File: config.mk
export PLATFORM = sky130hd
export DESIGN_NAME = gregorian_date_add_days_flat
export DESIGN_NICKNAME = d
export VERILOG_FILES = /design/src/rtl/gda_pkg.sv /design/src/rtl/gda_in_if.sv /design/src/rtl/gda_out_if.sv /design/src/rtl/gda_alu.sv /design/src/rtl/gda_seq.sv /design/src/rtl/gregorian_date_add_days.sv /design/src/flat_wrapper.sv
export SDC_FILE = /design/constraint.sdc
export NUM_CORES = 1
export LEC_CHECK = 0
export BUFFER_PORTS_ARGS = -buffer_cell sky130_fd_sc_hd__buf_4
export CORE_MARGIN = 1
export CORE_UTILIZATION = 60
export DETAILED_ROUTE_END_ITERATION = 12
export PLACE_DENSITY = 0.78
export SLEW_MARGIN = 20
export SYNTH_ARGS = -nofsm -noshare
export SYNTH_HDL_FRONTEND = slang
export SYNTH_SLANG_ARGS = --single-unit
File: constraint.sdc
create_clock -name clk -period 11.6 [get_ports clk]
set_input_delay 0 -clock clk [delete_from_list [all_inputs] [get_ports clk]]
set_output_delay 0 -clock clk [all_outputs]
set_load 0.05 [all_outputs]
File: src/rtl/gda_pkg.sv
// Shared types, constants and calendar helpers for the Gregorian date adder.
// Used by the interfaces, the sequencer, the arithmetic unit and the checker.
// No dependencies.
package gda_pkg;

	// Only the low DAY_COUNT_BITS bits of days_to_add take part.
	localparam int DAY_COUNT_BITS = 16;
	localparam int CNT_W = DAY_COUNT_BITS;
	// The shared adder must hold a day count plus an ordinal day (up to 366).
	localparam int ALU_W = ((CNT_W > 9) ? CNT_W : 9) + 1;

	localparam logic [3:0] MONTHS = 4'd12;
	localparam logic [3:0] MONTH_FEB = 4'd2;
	localparam logic [4:0] MONTH_LEN [12] = '{
		5'd31, 5'd28, 5'd31, 5'd30, 5'd31, 5'd30,
		5'd31, 5'd31, 5'd30, 5'd31, 5'd30, 5'd31
	};
	localparam logic [8:0] COMMON_YEAR_DAYS = 9'd365;

	// A 14-bit year is a multiple of 25 exactly when its product with the
	// inverse of 25 modulo 2^14 does not exceed (2^14 - 1) / 25.
	localparam logic [13:0] INV25 = 14'd7209;
	localparam logic [13:0] DIV25_MAX = 14'd655;

	typedef logic [ALU_W-1:0] alu_word_t;

	typedef struct packed {
		logic [4:0]  day;
		logic [3:0]  month;
		logic [13:0] year;
		logic [15:0] days_to_add;
	} in_item_t;

	typedef struct packed {
		logic        valid_res;
		logic [4:0]  out_day;
		logic [3:0]  out_month;
		logic [13:0] out_year;
		logic [8:0]  day_of_year;
		logic        leap;
	} out_item_t;

	typedef struct packed {
		logic idle;
		logic done;
	} seq_stat_t;

	// Divisible by 4, except centuries that are not divisible by 400.
	function automatic logic is_leap(input logic [13:0] y);
		logic [13:0] scaled;
		scaled = y * INV25;
		if (y[1:0] != 2'b00) begin
			is_leap = 1'b0;
		end else if (scaled > DIV25_MAX) begin
			is_leap = 1'b1;
		end else begin
			is_leap = (y[3:0] == 4'd0);
		end
	endfunction

	// Length of month m; months outside 1 to 12 give 0.
	function automatic logic [4:0] month_days(input logic [3:0] m, input logic lp);
		logic [3:0] idx;
		idx = m - 4'd1;
		if (m == 4'd0 || m > MONTHS) begin
			month_days = 5'd0;
		end else if (m == MONTH_FEB) begin
			month_days = MONTH_LEN[idx] + 5'(lp);
		end else begin
			month_days = MONTH_LEN[idx];
		end
	endfunction

	function automatic logic [8:0] year_days(input logic lp);
		year_days = COMMON_YEAR_DAYS + 9'(lp);
	endfunction

	function automatic logic [CNT_W-1:0] day_count(input logic [15:0] raw);
		logic [31:0] wide;
		wide = 32'(raw);
		day_count = wide[CNT_W-1:0];
	endfunction

endpackage

File: src/rtl/gda_in_if.sv
// Request channel of the date adder: valid, ready and one start date.
// Depends on gda_pkg for the payload type.
interface gda_in_if;
	import gda_pkg::*;

	logic     valid;
	logic     ready;
	in_item_t payload;

	modport source(output valid, output payload, input ready);
	modport sink(input valid, input payload, output ready);
endinterface

File: src/rtl/gda_out_if.sv
// Result channel of the date adder: valid, ready and one advanced date.
// Depends on gda_pkg for the payload type.
interface gda_out_if;
	import gda_pkg::*;

	logic      valid;
	logic      ready;
	out_item_t payload;

	modport source(output valid, output payload, input ready);
	modport sink(input valid, input payload, output ready);
endinterface

File: src/rtl/gda_alu.sv
// Shared add and compare unit of the date adder: sum = a + b, dif = sum - c,
// over = (sum > c). Depends on gda_pkg for the word type.
module gda_alu (
	input  gda_pkg::alu_word_t a,
	input  gda_pkg::alu_word_t b,
	input  gda_pkg::alu_word_t c,
	output gda_pkg::alu_word_t sum,
	output gda_pkg::alu_word_t dif,
	output logic               over
);
	import gda_pkg::*;

	logic borrow;

	assign sum = a + b;
	assign {borrow, dif} = {1'b0, sum} - {1'b0, c};
	assign over = !borrow && (dif != '0);
endmodule

File: src/rtl/gda_seq.sv
// Sequencer and working registers of the date adder; every step runs one
// operation through the shared gda_alu. Depends on gda_pkg and gda_alu.
module gda_seq (
	input  logic                clk,
	input  logic                arst_n,
	input  logic                start,
	input  gda_pkg::in_item_t   item,
	input  logic                take,
	output gda_pkg::seq_stat_t  stat,
	output gda_pkg::out_item_t  res
);
	import gda_pkg::*;

	localparam logic [2:0] S_IDLE  = 3'd0;
	localparam logic [2:0] S_CHECK = 3'd1;
	localparam logic [2:0] S_ORD   = 3'd2;
	localparam logic [2:0] S_YEAR  = 3'd3;
	localparam logic [2:0] S_MON   = 3'd4;
	localparam logic [2:0] S_FIN   = 3'd5;

	logic [2:0]       state_q;
	logic [8:0]       d_q;
	logic [3:0]       m_q;
	logic [13:0]      y_q;
	logic [CNT_W-1:0] r_q;
	logic [8:0]       doy_q;
	logic             lp_q;
	logic             ok_q;

	alu_word_t op_a, op_b, op_c, sum, dif;
	logic      over;
	logic      lp_now;
	logic      bad_date;
	logic [13:0] y_next;

	gda_alu u_alu (
		.a(op_a),
		.b(op_b),
		.c(op_c),
		.sum(sum),
		.dif(dif),
		.over(over)
	);

	assign lp_now = is_leap(y_q);
	assign y_next = y_q + 14'd1;
	assign bad_date = (d_q == 9'd0) || (m_q == 4'd0) || (m_q > MONTHS) || over;

	always_comb begin
		op_a = '0;
		op_b = '0;
		op_c = '0;
		case (state_q)
			S_CHECK: begin
				op_a = ALU_W'(d_q);
				op_c = ALU_W'(month_days(m_q, lp_now));
			end
			S_ORD: begin
				op_a = ALU_W'(doy_q);
				op_b = ALU_W'(month_days(m_q - 4'd1, lp_q));
			end
			S_YEAR: begin
				op_a = ALU_W'(r_q);
				op_b = ALU_W'(doy_q);
				op_c = ALU_W'(year_days(lp_q));
			end
			S_MON: begin
				op_a = ALU_W'(d_q);
				op_c = ALU_W'(month_days(m_q, lp_q));
			end
			default: begin
			end
		endcase
	end

	always_ff @(posedge clk or negedge arst_n) begin
		if (!arst_n) begin
			state_q <= S_IDLE;
		end else begin
			case (state_q)
				S_IDLE: begin
					if (start) state_q <= S_CHECK;
				end
				S_CHECK: begin
					state_q <= bad_date ? S_FIN : S_ORD;
				end
				S_ORD: begin
					if (m_q <= 4'd1) state_q <= S_YEAR;
				end
				S_YEAR: begin
					if (!over) state_q <= S_MON;
				end
				S_MON: begin
					if (m_q >= MONTHS || !over) state_q <= S_FIN;
				end
				S_FIN: begin
					if (take) state_q <= S_IDLE;
				end
				default: begin
					state_q <= S_IDLE;
				end
			endcase
		end
	end

	always_ff @(posedge clk) begin
		case (state_q)
			S_IDLE: begin
				if (start) begin
					d_q <= 9'(item.day);
					m_q <= item.month;
					y_q <= item.year;
					r_q <= day_count(item.days_to_add);
				end
			end
			S_CHECK: begin
				ok_q  <= !bad_date;
				lp_q  <= bad_date ? 1'b0 : lp_now;
				doy_q <= bad_date ? 9'd0 : d_q;
			end
			S_ORD: begin
				// Walk the month back to January, adding each earlier month.
				if (m_q > 4'd1) begin
					doy_q <= sum[8:0];
					m_q   <= m_q - 4'd1;
				end
			end
			S_YEAR: begin
				// Rolling over leaves ordinal day 0, which stands for the last
				// day of the year just left; the next pass adds from there.
				if (over) begin
					r_q   <= dif[CNT_W-1:0];
					doy_q <= 9'd0;
					y_q   <= y_next;
					lp_q  <= is_leap(y_next);
				end else begin
					doy_q <= sum[8:0];
					d_q   <= sum[8:0];
				end
			end
			S_MON: begin
				if (m_q < MONTHS && over) begin
					d_q <= dif[8:0];
					m_q <= m_q + 4'd1;
				end
			end
			default: begin
			end
		endcase
	end

	assign stat.idle = (state_q == S_IDLE);
	assign stat.done = (state_q == S_FIN);

	assign res.valid_res   = ok_q;
	assign res.out_day     = d_q[4:0];
	assign res.out_month   = m_q;
	assign res.out_year    = y_q;
	assign res.day_of_year = doy_q;
	assign res.leap        = lp_q;
endmodule

File: src/rtl/gregorian_date_add_days.sv
// Top level of the Gregorian date adder: sequencer plus output register.
// Depends on gda_pkg, gda_in_if, gda_out_if, gda_alu and gda_seq.
//
//   Channel   Role    Payload
//   request   sink    day, month, year, days_to_add
//   result    source  valid_res, out_day, out_month, out_year, day_of_year, leap
//
// A valid date passes the check, the month walk back to January, the
// whole-year loop and the month walk forward before it loads the output
// register; a rejected date goes from the check to the final state. The
// whole-year loop runs through the shared adder, one year per cycle. A new
// request is taken in the cycle after the result moves to the output register,
// even while that result waits; a stalled output register holds the sequencer
// in its final state. Reset clears the sequencer and output valid.
module gregorian_date_add_days (
	input  logic clk,
	input  logic arst_n,
	gda_in_if.sink   request,
	gda_out_if.source result
);
	import gda_pkg::*;

	seq_stat_t stat;
	out_item_t seq_res;
	out_item_t out_q;
	logic      out_valid_q;
	logic      take;

	assign take = stat.done && (!out_valid_q || result.ready);

	gda_seq u_seq (
		.clk(clk),
		.arst_n(arst_n),
		.start(request.valid && stat.idle),
		.item(request.payload),
		.take(take),
		.stat(stat),
		.res(seq_res)
	);

	assign request.ready = stat.idle;

	always_ff @(posedge clk or negedge arst_n) begin
		if (!arst_n) begin
			out_valid_q <= 1'b0;
		end else if (take) begin
			out_valid_q <= 1'b1;
		end else if (result.ready) begin
			out_valid_q <= 1'b0;
		end
	end

	always_ff @(posedge clk) begin
		if (take) out_q <= seq_res;
	end

	assign result.valid   = out_valid_q;
	assign result.payload = out_q;
endmodule

File: src/flat_wrapper.sv
// flat-port wrapper written by rule: the top's interface ports become plain ports
module gregorian_date_add_days_flat import gda_pkg::*;
  (clk, arst_n, request_valid, request_payload, request_ready, result_valid, result_payload, result_ready);
  gda_in_if request_i ();
  gda_out_if result_i ();
  input  logic clk;
  input  logic arst_n;
  input wire logic [$bits(request_i.valid)-1:0] request_valid;
  input wire logic [$bits(request_i.payload)-1:0] request_payload;
  output wire logic [$bits(request_i.ready)-1:0] request_ready;
  output wire logic [$bits(result_i.valid)-1:0] result_valid;
  output wire logic [$bits(result_i.payload)-1:0] result_payload;
  input wire logic [$bits(result_i.ready)-1:0] result_ready;
  assign request_i.valid = request_valid;
  assign request_i.payload = request_payload;
  assign request_ready = request_i.ready;
  assign result_valid = result_i.valid;
  assign result_payload = result_i.payload;
  assign result_i.ready = result_ready;
  gregorian_date_add_days u_core (.clk(clk), .arst_n(arst_n), .request(request_i), .result(result_i));
endmodule
==> out/results.tsv <==
stage	metric	value	unit
run_status	status	finished, final reports clean	
synthesis	ys_warn_count	0	
placement	io_buffers	78	
cts	htreeDepth	3	
floorplanning	initial_core_util	0.6206	
synthesis	ys_ff_latch	92	
detailed_routing	drt-initial-drc-count	799	
synthesis	synth_cells	873	
flow_run	drv_cap	0	
floorplanning	dieHeight	119.7	µm
cts	cts-root-buf	clkbuf_16	
synthesis	syn_area	8317	µm²
floorplanning	core	13400	µm²
sta	maxClockFrequency	115.2	MHz
finish	final-seq-area	2743	µm²
grt	grt_max_degree	68	
grt	grt_pass1_vias	6546	
worst_setup_path	cp.required	11720	ps
synthesis	synthDistinctLibCells	75	
sta	fin_setup_tns	0	ps
worst_setup_path	cp.arrival	8790	ps
synthesis	syn_nets	1052	
floorplanning	num_rows	42	
grt	antenna_found_initial	0	
finish	drive_above_1_share	0.1321	
cts	cts_buffers	9	
finish	instances_no_fill	1160	
sta	relSlewSlack	0.3156	
placement	dp_hpwl	14570	µm
synthesis	postSynth.asyncResetShare	0.04348	
sta	fin_skew	10.81	ps
floorplanning	ioPinCount	79	
sta	worst_pin_slew	1024	ps
placement	place_inst	1106	
detailed_routing	firstDrtPassIters	5	
finish	insertedDiodeCount	0	
finish	syn_to_final_growth	17.71	%
worst_setup_path	crit_fanout	12	
synthesis	synth.avg_cell_area	9.527	µm²
sta	rsz0062_at_grt	false	
grt	track_usage	0.2903	
synthesis	ys_seq_area_frac	0.3298	
grt	overflow	0	
worst_setup_path	slowest_delay	600	ps
worst_setup_path	worst_path_max_delay_cell	edfxtp_1	
worst_setup_path	end_kind	register	
sta	slew_viol_final	0	
detailed_routing	dr_total_vias	6800	
cts	cts_tree	built	
sta	hold_viol	0	
detailed_routing	vias_per_cell	5.862	
floorplanning	die_w	119.7	µm
detailed_routing	antenna_left	0	
synthesis	synth.top_cells.by_count	126 x nand2_1, 113 x ha_1, 90 x inv_1	
finish	finalNetCount	1158	
synthesis	yosysTopAreaCell	edfxtp_1	
sta	min_period	8677	ps
hold_path	hold_path_class	input port to register	
cts	cts_resized	0	
floorplanning	die_area	14340	µm²
grt	grt_pass1_wl	32440	µm
cts	path_clk_slew	70	ps
detailed_routing	drc	0	
worst_setup_path	startpoint_type	register	
synthesis	synth_edf_count	88	
finish	multi_input_area	5135	µm²
synthesis	synth_ff_type	edfxtp_1	
synthesis	yosysMostFrequentCell	nand2_1	
synthesis	yosysTopAreaCellShare	0.3177	
cts	clk_latency	360	ps
cts	clock_sinks	92	
sta	timing.final.crit_share	0.7481	
worst_setup_path	cp_common_cell	ha_1	
synthesis	synth.area.top_cells	edfxtp_1 32%, ha_1 17%, nand2_1 5.7%	
finish	fillers	998	
cts	cts_buffer_depth	2	
detailed_routing	routed_wl	20030	µm
placement	gp_congestion	0.8608	
sta	setup_viol	0	
detailed_routing	wire_per_inst	17.27	µm
worst_setup_path	path_class	register to register	
## area by class of cell
cell class,count,area share
Inverter,90,0.03451
Tap cell,176,0.02249
Clock buffer,11,0.02480
Sequential cell,92,0.2802
Timing Repair Buffer,124,0.1048
Multi-Input combinational cell,662,0.5245
Clock inverter,5,0.008691
## final timing paths
check,depth (start not counted),endpoint,slack [ps],startpoint
max in group asynchronous,3,u_core.u_seq.state_q[1],10870,arst_n
hold / removal,3,u_core.result.valid,10,result_ready
min in group asynchronous,3,u_core.result.valid,570,arst_n
hold reg to reg,0,u_core.result.payload[33],420,u_core.u_seq.ok_q
setup reg to reg,31,u_core.u_seq.d_q[4],2920,u_core.u_seq.y_q[0]
setup / recovery,31,u_core.u_seq.d_q[4],2920,u_core.u_seq.y_q[0]
## cells by family after synthesis
group	after synthesis	synth area share
xor gates and xnor gates	72	0.07582
AOI/OAI and AO/OA	204	0.1691
muxes	11	0.01414
and+or+nand+nor	239	0.1318
adders and majority gates	136	0.2254
buffers and inverters	119	0.05401
DFF	92	0.3298
## placed cells by master (no fill, tap or decap), drive strengths merged, types with 6 or more instances in the layout
master       count
a32o             9
a22oi            7
nor2            39
o21ai           56
xnor2           49
a31oi            6
a21oi           47
or3              6
clkbuf          11
nor2b           10
nand2b           9
ha             113
nand3            9
xor2            23
nand2          126
mux2             6
fa              23
a211oi          11
a21o            14
nor3             8
edfxtp          88
buf             86
dlygate4sd3     38
and3            10
inv             91
## per-layer routing
layer / vias to the layer above / wire, µm / track usage
met5: - / 0 / 0
met1: 3172 / 8694 / 0.4029
met4: 0 / 536 / 0.1086
met2: 276 / 9309 / 0.4632
met3: 42 / 1489 / 0.03802
li1: 3310 / - / -
## registers in the layout (all words and copies together) (netlist names)
name and cells:
u_core.u_seq.lp_q 1, u_core.u_seq.ok_q 1, u_core.result.valid 1, u_core.u_seq.state_q 3
u_core.u_seq.r_q 16, u_core.u_seq.y_q 14, u_core.result.payload 34, u_core.u_seq.d_q 9
u_core.u_seq.doy_q 9, u_core.u_seq.m_q 4
## per-stage QoR
step                setup WS [ps]  hold slack, ps  instance area [µm²]    util
finish                       2923           11.50                 9789  0.7305
global route                 2528           40.05                 9789  0.7305
CTS                          3001          0.3686                 9789  0.7305
detailed placement           3055          -199.8                 9081  0.6777
global placement             3270          -202.6                 9081  0.6777
floorplan                    3295          -295.6                 8317       -
## critical path, delay by kind of cell, from the launching register on
family          cells  cell delay, ps
fa+ha+maj           9            3410
xor+xnor            1             150
compound gates     14            2910
buf+inv             4             370
simple gates        3            1000
flops               1             600
## what timing repair did
item	CTS	global route
endpoints found under the hold margin	40	0
buffers inserted	0	0
endpoints found under the setup margin	0	0
hold buffers	38	0
Power is left out: the tool's default activity adds up to more than one toggle a clock period on the data nets, which glitch-free logic cannot reach.
